$ cat src/hw/rtl/r5a3ds_pkg.sv
// Shared types and constants for the RGB5A3 2x2 premultiplied downsample unit.
// Holds the channel payload structs, the per-stage structs and the texel expansion tables.
// No dependencies.
package r5a3ds_pkg;

   localparam int NUM_LANES       = 4;
   localparam int TEXEL_W         = 16;
   localparam int CH_W            = 8;
   localparam int PROD_W          = 2 * CH_W;
   localparam int SUM_W           = PROD_W + 2;
   localparam int ASUM_W          = CH_W + 2;
   localparam int DIV_STEPS       = CH_W;
   localparam int COV_W           = 6;
   localparam int COV_X_W         = 16;
   localparam int COV_SCALE_SHIFT = 5;
   localparam int COV_EST_SHIFT   = 18;
   localparam int OPAQUE_BIT      = 15;

   localparam logic [CH_W-1:0]    ALPHA_OPAQUE = 8'd255;
   localparam logic [COV_X_W-1:0] COV_ROUND    = 16'd510;
   localparam logic [COV_X_W-1:0] COV_DIVISOR  = 16'd1020;

   // c * 255 / 31, truncated
   localparam logic [CH_W-1:0] EXPAND5_TABLE [32] = '{
      8'd0,   8'd8,   8'd16,  8'd24,  8'd32,  8'd41,  8'd49,  8'd57,
      8'd65,  8'd74,  8'd82,  8'd90,  8'd98,  8'd106, 8'd115, 8'd123,
      8'd131, 8'd139, 8'd148, 8'd156, 8'd164, 8'd172, 8'd180, 8'd189,
      8'd197, 8'd205, 8'd213, 8'd222, 8'd230, 8'd238, 8'd246, 8'd255
   };

   // (a * 255 + 3) / 7
   localparam logic [CH_W-1:0] EXPAND3_TABLE [8] = '{
      8'd0, 8'd36, 8'd73, 8'd109, 8'd146, 8'd182, 8'd219, 8'd255
   };

   typedef struct packed {
      logic [TEXEL_W-1:0] texel_top_left;
      logic [TEXEL_W-1:0] texel_top_right;
      logic [TEXEL_W-1:0] texel_bottom_left;
      logic [TEXEL_W-1:0] texel_bottom_right;
   } req_payload_type;

   typedef struct packed {
      logic [15:0]      pixel_rgb565;
      logic [COV_W-1:0] coverage;
   } rsp_payload_type;

   typedef struct packed {
      logic expand_en;
      logic weight_en;
   } lane_ctl_type;

   typedef struct packed {
      logic [PROD_W-1:0] r_prod;
      logic [PROD_W-1:0] g_prod;
      logic [PROD_W-1:0] b_prod;
      logic [CH_W-1:0]   alpha;
   } lane_out_type;

   typedef struct packed {
      logic [SUM_W-1:0]  r_sum;
      logic [SUM_W-1:0]  g_sum;
      logic [SUM_W-1:0]  b_sum;
      logic [ASUM_W-1:0] a_sum;
   } sum_type;

   typedef struct packed {
      logic [SUM_W-1:0]   rem_r;
      logic [SUM_W-1:0]   rem_g;
      logic [SUM_W-1:0]   rem_b;
      logic [CH_W-1:0]    quo_r;
      logic [CH_W-1:0]    quo_g;
      logic [CH_W-1:0]    quo_b;
      logic [ASUM_W-1:0]  a_sum;
      logic [COV_X_W-1:0] cov_x;
      logic [COV_W-1:0]   cov_q;
   } div_stage_type;

endpackage

$ cat src/hw/rtl/r5a3ds_lane.sv
// One texel lane: expands an RGB5A3 texel to 8-bit RGBA, then weights the colour by alpha.
// Two register stages. Depends on r5a3ds_pkg.
module r5a3ds_lane (
   input  logic                       clock,
   input  r5a3ds_pkg::lane_ctl_type   ctl,
   input  logic [15:0]                texel,
   output r5a3ds_pkg::lane_out_type   lane_out
);
   import r5a3ds_pkg::*;

   logic [CH_W-1:0] r_in, g_in, b_in, a_in;
   logic [CH_W-1:0] r_ff, g_ff, b_ff, a_ff;
   lane_out_type    lane_in, lane_ff;

   always_comb begin
      if (texel[OPAQUE_BIT]) begin
         a_in = ALPHA_OPAQUE;
         r_in = EXPAND5_TABLE[texel[14:10]];
         g_in = EXPAND5_TABLE[texel[9:5]];
         b_in = EXPAND5_TABLE[texel[4:0]];
      end else begin
         a_in = EXPAND3_TABLE[texel[14:12]];
         // times 17 is the nibble repeated
         r_in = {texel[11:8], texel[11:8]};
         g_in = {texel[7:4], texel[7:4]};
         b_in = {texel[3:0], texel[3:0]};
      end
   end

   always_ff @(posedge clock) begin
      if (ctl.expand_en) begin
         r_ff <= r_in;
         g_ff <= g_in;
         b_ff <= b_in;
         a_ff <= a_in;
      end
   end

   always_comb begin
      lane_in.r_prod = PROD_W'(r_ff) * PROD_W'(a_ff);
      lane_in.g_prod = PROD_W'(g_ff) * PROD_W'(a_ff);
      lane_in.b_prod = PROD_W'(b_ff) * PROD_W'(a_ff);
      lane_in.alpha  = a_ff;
   end

   always_ff @(posedge clock) begin
      if (ctl.weight_en) begin
         lane_ff <= lane_in;
      end
   end

   assign lane_out = lane_ff;

endmodule

$ cat src/hw/rtl/r5a3ds_merge.sv
// Merge stage: sums the weighted colours and alphas of all lanes into one register.
// Depends on r5a3ds_pkg.
module r5a3ds_merge (
   input  logic                                                clock,
   input  logic                                                merge_en,
   input  r5a3ds_pkg::lane_out_type [r5a3ds_pkg::NUM_LANES-1:0] lane_out,
   output r5a3ds_pkg::sum_type                                 sum
);
   import r5a3ds_pkg::*;

   sum_type sum_in, sum_ff;

   always_comb begin
      sum_in = '0;
      for (int k = 0; k < NUM_LANES; k++) begin
         sum_in.r_sum = sum_in.r_sum + SUM_W'(lane_out[k].r_prod);
         sum_in.g_sum = sum_in.g_sum + SUM_W'(lane_out[k].g_prod);
         sum_in.b_sum = sum_in.b_sum + SUM_W'(lane_out[k].b_prod);
         sum_in.a_sum = sum_in.a_sum + ASUM_W'(lane_out[k].alpha);
      end
   end

   always_ff @(posedge clock) begin
      if (merge_en) begin
         sum_ff <= sum_in;
      end
   end

   assign sum = sum_ff;

endmodule

$ cat src/hw/rtl/r5a3ds_divide.sv
// Pipelined restoring divider: one quotient bit per stage for each colour channel,
// plus the coverage rounding carried alongside. Depends on r5a3ds_pkg.
module r5a3ds_divide (
   input  logic                                 clock,
   input  logic [r5a3ds_pkg::DIV_STEPS-1:0]     step_en,
   input  r5a3ds_pkg::sum_type                  sum,
   output r5a3ds_pkg::rsp_payload_type          result
);
   import r5a3ds_pkg::*;

   // coverage: estimate in one step, fix up by at most one in the next
   localparam int COV_EST_STEP = 1;
   localparam int COV_FIX_STEP = 2;

   div_stage_type head;
   div_stage_type step_ff [DIV_STEPS];
   div_stage_type last;

   always_comb begin
      head       = '0;
      head.rem_r = sum.r_sum;
      head.rem_g = sum.g_sum;
      head.rem_b = sum.b_sum;
      head.a_sum = sum.a_sum;
      head.cov_x = COV_X_W'({sum.a_sum, COV_SCALE_SHIFT'(0)}) + COV_ROUND;
   end

   for (genvar i = 0; i < DIV_STEPS; i++) begin : g_step
      localparam int BIT = DIV_STEPS - 1 - i;

      div_stage_type                  cur;
      div_stage_type                  nxt;
      logic [SUM_W-1:0]               dsr;
      logic [COV_X_W+CH_W-1:0]        est_prod;
      logic [COV_X_W-1:0]             cov_base;
      logic [COV_X_W-1:0]             cov_rem;

      if (i == 0) begin : g_first
         assign cur = head;
      end else begin : g_next
         assign cur = step_ff[i-1];
      end

      assign dsr      = SUM_W'(cur.a_sum) << BIT;
      // x * 257 >> 18 never overshoots x / 1020 and falls short by at most one
      assign est_prod = {cur.cov_x, CH_W'(0)} + (COV_X_W+CH_W)'(cur.cov_x);
      assign cov_base = COV_X_W'({cur.cov_q, 10'd0}) - COV_X_W'({cur.cov_q, 2'd0});
      assign cov_rem  = cur.cov_x - cov_base;

      always_comb begin
         nxt = cur;
         if (cur.rem_r >= dsr) begin
            nxt.rem_r      = cur.rem_r - dsr;
            nxt.quo_r[BIT] = 1'b1;
         end
         if (cur.rem_g >= dsr) begin
            nxt.rem_g      = cur.rem_g - dsr;
            nxt.quo_g[BIT] = 1'b1;
         end
         if (cur.rem_b >= dsr) begin
            nxt.rem_b      = cur.rem_b - dsr;
            nxt.quo_b[BIT] = 1'b1;
         end
         if (i == COV_EST_STEP) begin
            nxt.cov_q = est_prod[COV_EST_SHIFT +: COV_W];
         end
         if (i == COV_FIX_STEP && cov_rem >= COV_DIVISOR) begin
            nxt.cov_q = cur.cov_q + COV_W'(1);
         end
      end

      always_ff @(posedge clock) begin
         if (step_en[i]) begin
            step_ff[i] <= nxt;
         end
      end
   end

   assign last = step_ff[DIV_STEPS-1];

   always_comb begin
      result.coverage = last.cov_q;
      // zero alpha sum: the divider saturates, force black
      if (last.a_sum == '0) begin
         result.pixel_rgb565 = '0;
      end else begin
         result.pixel_rgb565 = {last.quo_r[7:3], last.quo_g[7:2], last.quo_b[7:3]};
      end
   end

endmodule

$ cat src/hw/rtl/rgb5a3_premultiplied_2x2_downsample_unit.sv
// Throughput: one beat per cycle while the output is not stalled; a 12-stage pipeline
// (expand, weight, merge, 8 restoring divide steps, output register) with per-stage valid bits.
// A stage advances when it is empty or the stage after it advances.
// Reset clears the valid bits only; payload registers are not reset.
module rgb5a3_premultiplied_2x2_downsample_unit (
   input  logic                            clock,
   input  logic                            reset,
   input  logic                            req_valid,
   output logic                            req_ready,
   input  r5a3ds_pkg::req_payload_type     req_payload,
   output logic                            rsp_valid,
   input  logic                            rsp_ready,
   output r5a3ds_pkg::rsp_payload_type     rsp_payload
);
   import r5a3ds_pkg::*;

   localparam int ST_EXPAND  = 0;
   localparam int ST_WEIGHT  = 1;
   localparam int ST_MERGE   = 2;
   localparam int ST_DIV     = 3;
   localparam int ST_OUT     = ST_DIV + DIV_STEPS;
   localparam int NUM_STAGES = ST_OUT + 1;

   logic [NUM_STAGES-1:0]                valid_ff, valid_in, adv;
   logic [NUM_LANES-1:0][TEXEL_W-1:0]    texel;
   lane_ctl_type                         lane_ctl;
   lane_out_type [NUM_LANES-1:0]         lane_out;
   sum_type                              sum;
   rsp_payload_type                      div_result;
   rsp_payload_type                      rsp_payload_ff;

   always_comb begin
      adv[ST_OUT] = !valid_ff[ST_OUT] || rsp_ready;
      for (int k = ST_OUT - 1; k >= 0; k--) begin
         adv[k] = !valid_ff[k] || adv[k+1];
      end
   end

   always_comb begin
      valid_in[0] = adv[0] ? req_valid : valid_ff[0];
      for (int k = 1; k < NUM_STAGES; k++) begin
         valid_in[k] = adv[k] ? valid_ff[k-1] : valid_ff[k];
      end
   end

   always_ff @(posedge clock) begin
      if (reset) begin
         valid_ff <= '0;
      end else begin
         valid_ff <= valid_in;
      end
   end

   assign texel[0] = req_payload.texel_top_left;
   assign texel[1] = req_payload.texel_top_right;
   assign texel[2] = req_payload.texel_bottom_left;
   assign texel[3] = req_payload.texel_bottom_right;

   assign lane_ctl.expand_en = adv[ST_EXPAND];
   assign lane_ctl.weight_en = adv[ST_WEIGHT];

   for (genvar k = 0; k < NUM_LANES; k++) begin : g_lane
      r5a3ds_lane u_lane (
         .clock    (clock),
         .ctl      (lane_ctl),
         .texel    (texel[k]),
         .lane_out (lane_out[k])
      );
   end

   r5a3ds_merge u_merge (
      .clock    (clock),
      .merge_en (adv[ST_MERGE]),
      .lane_out (lane_out),
      .sum      (sum)
   );

   r5a3ds_divide u_divide (
      .clock   (clock),
      .step_en (adv[ST_DIV +: DIV_STEPS]),
      .sum     (sum),
      .result  (div_result)
   );

   always_ff @(posedge clock) begin
      if (adv[ST_OUT]) begin
         rsp_payload_ff <= div_result;
      end
   end

   assign req_ready   = adv[ST_EXPAND];
   assign rsp_valid   = valid_ff[ST_OUT];
   assign rsp_payload = rsp_payload_ff;

   // coverage never exceeds fully opaque
   assert property (@(posedge clock) disable iff (reset)
      rsp_valid |-> rsp_payload.coverage <= 6'd32)
      else $error("coverage above 32");

   // zero coverage only comes from a zero alpha sum, which must give black
   assert property (@(posedge clock) disable iff (reset)
      rsp_valid && rsp_payload.coverage == '0 |-> rsp_payload.pixel_rgb565 == '0)
      else $error("transparent pixel not black");

   // the pipeline only backs up when the output beat is stalled
   assert property (@(posedge clock) disable iff (reset)
      !req_ready |-> rsp_valid && !rsp_ready)
      else $error("input stalled with no output backpressure");

endmodule

$ cat config.mk
export PLATFORM = sky130hd
export DESIGN_NAME = rgb5a3_premultiplied_2x2_downsample_unit
export DESIGN_NICKNAME = d
export VERILOG_FILES = /design/src/hw/rtl/r5a3ds_pkg.sv /design/src/hw/rtl/r5a3ds_lane.sv /design/src/hw/rtl/r5a3ds_merge.sv /design/src/hw/rtl/r5a3ds_divide.sv /design/src/hw/rtl/rgb5a3_premultiplied_2x2_downsample_unit.sv
export SDC_FILE = /design/constraint.sdc
export NUM_CORES = 2
export LEC_CHECK = 0
export ABC_AREA = 1
export BUFFER_PORTS_ARGS = -buffer_cell sky130_fd_sc_hd__buf_4
export CELL_PAD_IN_SITES_DETAIL_PLACEMENT = 1
export CELL_PAD_IN_SITES_GLOBAL_PLACEMENT = 1
export CORE_MARGIN = 2
export CORE_UTILIZATION = 47
export CTS_CLUSTER_SIZE = 28
export DETAILED_ROUTE_END_ITERATION = 12
export PLACE_DENSITY_LB_ADDON = 0.1
export RECOVER_POWER = 100
export REMOVE_ABC_BUFFERS = 1
export SETUP_SLACK_MARGIN = 0.2
export SLEW_MARGIN = 20
export SYNTH_ARGS = -nofsm -noshare
export SYNTH_HDL_FRONTEND = slang
export SYNTH_SLANG_ARGS = --single-unit
export TNS_END_PERCENT = 20
$ cat constraint.sdc
create_clock -name clock -period 10.5 [get_ports clock]
set_input_delay 1.05 -clock clock [delete_from_list [all_inputs] [get_ports clock]]
set_output_delay 1.05 -clock clock [all_outputs]
set_load 0.02 [all_outputs]
# Word level (Yosys, flattened, before mapping)
# Memory sizes are Yosys's and may differ from the RTL's. A register that Yosys moved wholly into a read port is not among the register bits.
# Index checks and enable logic that the tools add are counted.
# Widths: inputs -> output; s select.
[totals]
ff_bits = 418
ram_bits = 880
romBits = 3328
input_bits = 68
output_inout_bits = 24
elab_cells = 295
mem_count = 17
[op_classes]
add_sub_neg = 41
mul = 12
order_cmp = 37
mux = 101
bitwise_logic = 16
n_reduce_logical = 25
[memory_table]
columns = ["name", "depth", "width", "read_ports", "rd_clocked_by_memory_dff", "write_ports", "line", "source"]
rows = [
  ["u_divide.step_ff", 8, 110, 8, 0, 8, "r5a3ds_divide.sv:16", "div_stage_type step_ff [DIV_STEPS];"],
  ["(name not given)", 32, 8, 1, 0, 0, "r5a3ds_lane.sv:18", "r_in = EXPAND5_TABLE[texel[14:10]];"],
  ["(name not given)", 32, 8, 1, 0, 0, "r5a3ds_lane.sv:19", "g_in = EXPAND5_TABLE[texel[9:5]];"],
  ["(name not given)", 32, 8, 1, 0, 0, "r5a3ds_lane.sv:20", "b_in = EXPAND5_TABLE[texel[4:0]];"],
  ["(name not given)", 32, 8, 1, 0, 0, "r5a3ds_lane.sv:18", ""],
  ["(name not given)", 32, 8, 1, 0, 0, "r5a3ds_lane.sv:19", ""],
  ["+11 memories", "-", "-", "-", "-", "-", "-", ""],
]
[op_table]
columns = ["op", "count"]
rows = [
  ["$mux 18", 24],
  ["$mux 8", 36],
  ["$mul 8x8->16", 12],
  ["$add 18x16->18", 6],
  ["$ge 6x6->1 const B", 12],
  ["$not 5->6", 12],
  ["$ge 18x10->1", 3],
  ["$ge 18x11->1", 3],
  ["$ge 18x12->1", 3],
  ["$ge 18x13->1", 3],
  ["$ge 18x14->1", 3],
  ["$ge 18x15->1", 3],
  ["$ge 18x16->1", 3],
  ["$ge 18x17->1", 3],
  ["$sub 18x10->18", 3],
  ["$sub 18x11->18", 3],
  ["$sub 18x12->18", 3],
  ["$sub 18x13->18", 3],
  ["$sub 18x14->18", 3],
  ["$sub 18x15->18", 3],
  ["$sub 18x16->18", 3],
  ["$sub 18x17->18", 3],
  ["$add 16x16->17", 3],
  ["$mux 1", 40],
  ["13 further kinds", 39],
]

# Logic depth before layout (Yosys ltp)
[depth]
word_depth = 13
mapped_depth = 25

# Cells and area by module
# From an unflattened synthesis, not the netlist that was laid out.
[unflattened]
hier_cells = 7928
hier_area_um2 = 70490.1
[modules_own_cells]
columns = ["mod", "instances", "cells_per_inst", "area_each_um2", "seq_area_each_um2"]
rows = [
  ["r5a3ds_divide", 1, 2483, 25767.2, 14143.6],
  ["r5a3ds_lane at g_lane[1].u_lane", 1, 1078, 8807.2, 2342.2],
  ["r5a3ds_lane at g_lane[0].u_lane", 1, 1078, 8802.2, 2342.2],
  ["r5a3ds_lane at g_lane[2].u_lane", 1, 1075, 8792.2, 2342.2],
  ["r5a3ds_lane at g_lane[3].u_lane", 1, 1075, 8779.7, 2342.2],
  ["r5a3ds_merge", 1, 1063, 8394.3, 1921.8],
  ["rgb5a3_premultiplied_2x2_downsample_unit", 1, 76, 1147.4, 900.9],
]

# Worst setup path before layout
# OpenSTA, ideal clock, no wires.
[synth_timing]
path_type = "input to register"
startpoint = "in rsp_ready"
endpoint = "reg g_lane[0].u_lane.lane_ff, in the netlist g_lane[0].u_lane.lane_out[10] (enable)"
setup_time_ns = 2.120
t_arrival_ns = 8.796
slack_ns = -0.416
path_stages = 6
path_buffers = 0
path_cell_list = "nor2_4 > nand3_2 > nor3_2 > nand4_2 > nor2_4 > nand3_1"
[synth_via]
elab_chain_cells = 11
[synth_rtl]
columns = ["item", "line", "source"]
rows = [
  ["from (decl)", "rgb5a3_premultiplied_2x2_downsample_unit.sv:12", "input logic rsp_ready,"],
  ["$logic_or 1x1->1", "rgb5a3_premultiplied_2x2_downsample_unit.sv:33", "adv[ST_OUT] = !valid_ff[ST_OUT] || rsp_ready;"],
  ["$logic_or 1x1->1 (2 in a row)", "rgb5a3_premultiplied_2x2_downsample_unit.sv:35", "adv[k] = !valid_ff[k] || adv[k+1];"],
  ["net adv[9]", "rgb5a3_premultiplied_2x2_downsample_unit.sv:24", "logic [NUM_STAGES-1:0] valid_ff, valid_in, adv;"],
  ["$logic_or 1x1->1 (5 in a row)", "rgb5a3_premultiplied_2x2_downsample_unit.sv:35", ""],
  ["net adv[4]", "rgb5a3_premultiplied_2x2_downsample_unit.sv:24", ""],
  ["$logic_or 1x1->1 (3 in a row)", "rgb5a3_premultiplied_2x2_downsample_unit.sv:35", ""],
  ["net adv[1]", "rgb5a3_premultiplied_2x2_downsample_unit.sv:24", ""],
  ["to (signal assigned)", "r5a3ds_lane.sv:48", "lane_ff <= lane_in;"],
  ["to (decl)", "r5a3ds_lane.sv:13", "lane_out_type lane_in, lane_ff;"],
]
# The timed path passes the listed nets, and every way through them passes these cells.
# A chain may end at the register's enable or synchronous reset.

# Final worst setup path
[layout_timing]
startpoint = "in rsp_ready"
endpoint = "reg g_lane[1].u_lane.lane_ff, in the netlist g_lane[1].u_lane.lane_out[33] (enable)"
[layout_via]
elab_chain_cells = 11
[layout_rtl]
columns = ["item", "line"]
rows = [
  ["$logic_or 1x1->1", "rgb5a3_premultiplied_2x2_downsample_unit.sv:33"],
  ["$logic_or 1x1->1 (2 in a row)", "rgb5a3_premultiplied_2x2_downsample_unit.sv:35"],
  ["net adv[9]", "rgb5a3_premultiplied_2x2_downsample_unit.sv:24"],
  ["$logic_or 1x1->1 (5 in a row)", "rgb5a3_premultiplied_2x2_downsample_unit.sv:35"],
  ["net adv[4]", "rgb5a3_premultiplied_2x2_downsample_unit.sv:24"],
  ["$logic_or 1x1->1 (3 in a row)", "rgb5a3_premultiplied_2x2_downsample_unit.sv:35"],
  ["net adv[1]", "rgb5a3_premultiplied_2x2_downsample_unit.sv:24"],
  ["to (signal assigned)", "r5a3ds_lane.sv:48"],
  ["to (decl)", "r5a3ds_lane.sv:13"],
]
# The timed path passes the listed nets, and every way through them passes these cells.

==> results.toml <==
[logic_synthesis]
yosys.area.top_type = "edfxtp_1"
syn-mean-instance-area_um2 = 9.65
ys_warn_count = 0
synthArstFlopShare = 0
mappedNetlistArea_um2 = 67500
synth_cell_types = 61
yosys-top-cells-area = "edfxtp_1 (39%), fa_1 (13%), ha_1 (13%)"
ys_ff_latch = 881
ys_seq_area_frac = 0.390
synth_edf_count = 869
synthTopCellsByCount = "inv_1 (1574), nand2_1 (1211), edfxtp_1 (869)"
syn-instance-count = 6991
synth_most_common_cell = "inv_1"
synth_top_area_frac = 0.387
ys.flop_type = "edfxtp_1"

[status]
violations = "capacitance limit, slew limit"
outcome = "complete, but fails checks"

[flow_run]
drv_cap = 16

[clock_network]
cts_tree = "yes"
cts.clk_slew.worst_paths_ns = 0.06
cts_sinks = 881
clock_path_buffers = 3
root_buffer = "clkbuf_16"
post_cts_resize_count = 0
ctsHoldBuffers = 0
cts-buffers-inserted = 104
cts_setup_buffers = 0
cts_max_level = 3
clock_latency_ns = 0.76

[global_route]
track_usage = 0.236
grt_pass1_vias = 50900
grt_max_degree = 92
antenna_found_initial = 5
grt.overflow.total = 0
grt_pass1_wl_um = 273000

[route]
drt_iter0_markers = 1912
drt_wl_total_um = 171000
wire_per_inst_um = 18.7
drt-vias-per-instance = 5.12
dr.pass1.iters = 5
ant_nets = 0
drc_errors = 0
dr_total_vias = 46800

[timing]
finalMaxSlewViolations = 713
finalCritPeriodShare = 0.658
slew_headroom = -1.83
worst_slack_ns = 3.59
setup_viol = 0
tightest_slew_ns = 4.25
grt_setup_unrepaired = "no"
clock_skew_ns = 0.0834
max_freq_mhz = 145
fin_crit_ns = 6.91
hold_viol_final = 0

[worst_setup_path]
crit_path_start = "rsp_ready"
timing.rr.start = "valid_ff[11]"
worstSetupEndpointType = "flip-flop"
required_ns = 10.79
r2r_slack_ns = 3.60
cp_max_fo = 70
critPathLaunchType = "input pin"
arrival_ns = 7.20
worstSetupPathType = "in -> reg"
r2r_cells = 8
r2r-end = "g_lane[1].u_lane.lane_out[33]"

[worst_hold_path]
min_to = "u_divide.step_ff[1][149]"
whs_path_depth = 0
hp-start = "u_divide.step_ff[1][39]"
hp-class = "reg -> reg"

[floorplan]
coreArea_um2 = 143000
initial_core_util = 0.472
die_w_um = 383
io_pins = 92
num_rows = 139
fp.dieH_um = 383
dieArea_um2 = 147000

[placed_design]
port_buffers = 91
hpwl_um = 142000
placed_cell_area_um2 = 70300
place_ws_ns = 5.31
gp_congestion = 0.898

[final_layout]
layout.nets = 8344
final_area_um2 = 73400
antennaDiodeCount = 0
drive_gt1_frac = 0.0423
areaGrowthSynthToFinish_pct = 8.81
==> kinds of logic after synthesis <==
group	after synthesis	share of synthesized area
buffers and inverters	1664	0.0952
XOR/XNOR	350	0.0454
AO/OA/AOI/OAI	987	0.0862
flip-flops	881	0.390
adder cells (fa/ha/maj)	1136	0.259
AND/OR/NAND/NOR	1973	0.124
==> through the flow <==
step,hold slack (ns),util,cells,TNS (ns)
after CTS,0.401,0.517,9130,0
after detailed placement,0.406,0.491,8936,0
after floorplan,0.400,-,6922,-84.78
final,0.410,0.513,9131,0
after global placement,0.401,0.491,8935,0
after global routing,0.414,0.513,9131,0
==> how the worst max path moves through the flow <==
stage	endpoint	slack [ns]
floorplan	g_lane[0].u_lane.lane_out[10]	-0.42
global route	g_lane[1].u_lane.lane_out[33]	2.84
global placement	g_lane[1].u_lane.lane_out[21]	5.25
detailed placement	g_lane[3].u_lane.lane_out[37]	5.31
CTS	req_ready	5.21
finish	g_lane[1].u_lane.lane_out[33]	3.59
==> per-layer routing <==
layer  wire [um]  track usage  share of wire
met3        4240       0.0243          0.025
met5          36            0        0.00021
met1       75100        0.297           0.44
met4        5830       0.0746          0.034
met2       85500        0.426           0.50
==> flip-flops by register name, summed over array words and instances, names as in the netlist <==
signal / flops
u_merge.sum: 64
g_lane.u_lane.g_ff: 32
g_lane.u_lane.lane_out: 204
u_divide.step_ff: 471
valid_ff: 12
g_lane.u_lane.b_ff: 32
g_lane.u_lane.a_ff: 12
rsp_payload: 22
g_lane.u_lane.r_ff: 32
==> area by class of cell <==
| class | instances | area [um^2] |
|---|---|---|
| Tap cell | 1903 | 2380 |
| Fill cell | 16200 | 69700 |
| Clock inverter | 63 | 878 |
| Sequential cell | 881 | 26300 |
| Multi-Input combinational cell | 4446 | 34300 |
| Timing Repair Buffer | 112 | 683 |
| Inverter | 1595 | 5990 |
| Clock buffer | 131 | 2820 |
==> placed cells by master (no fill, tap or decap), types with 19 or more instances in the layout <==
cell	instances
nor2_1	338
inv_1	1580
o21bai_1	19
nand4_1	64
xnor2_1	135
a21oi_1	390
o211ai_1	43
clkbuf_1	60
clkinv_1	21
fa_1	437
clkbuf_16	104
nand2_1	1216
xor2_1	215
buf_4	65
a211oi_1	22
nor3_1	85
nand3_1	178
edfxtp_1	869
o21ai_0	351
a31oi_1	29
a21o_1	42
nand3b_1	20
ha_1	699
==> critical path: stages <==
cell,delay (ns)
buf_4,0.11
nor2_1,0.23
nand3_1,1.24
nor3_1,0.83
nand4_1,0.51
nor2_1,0.49
nand3_1,1.64
buf_4,0.96
Power is not shown: default switching activity piles up to over one toggle a cycle in this logic, so the estimate is an artifact.
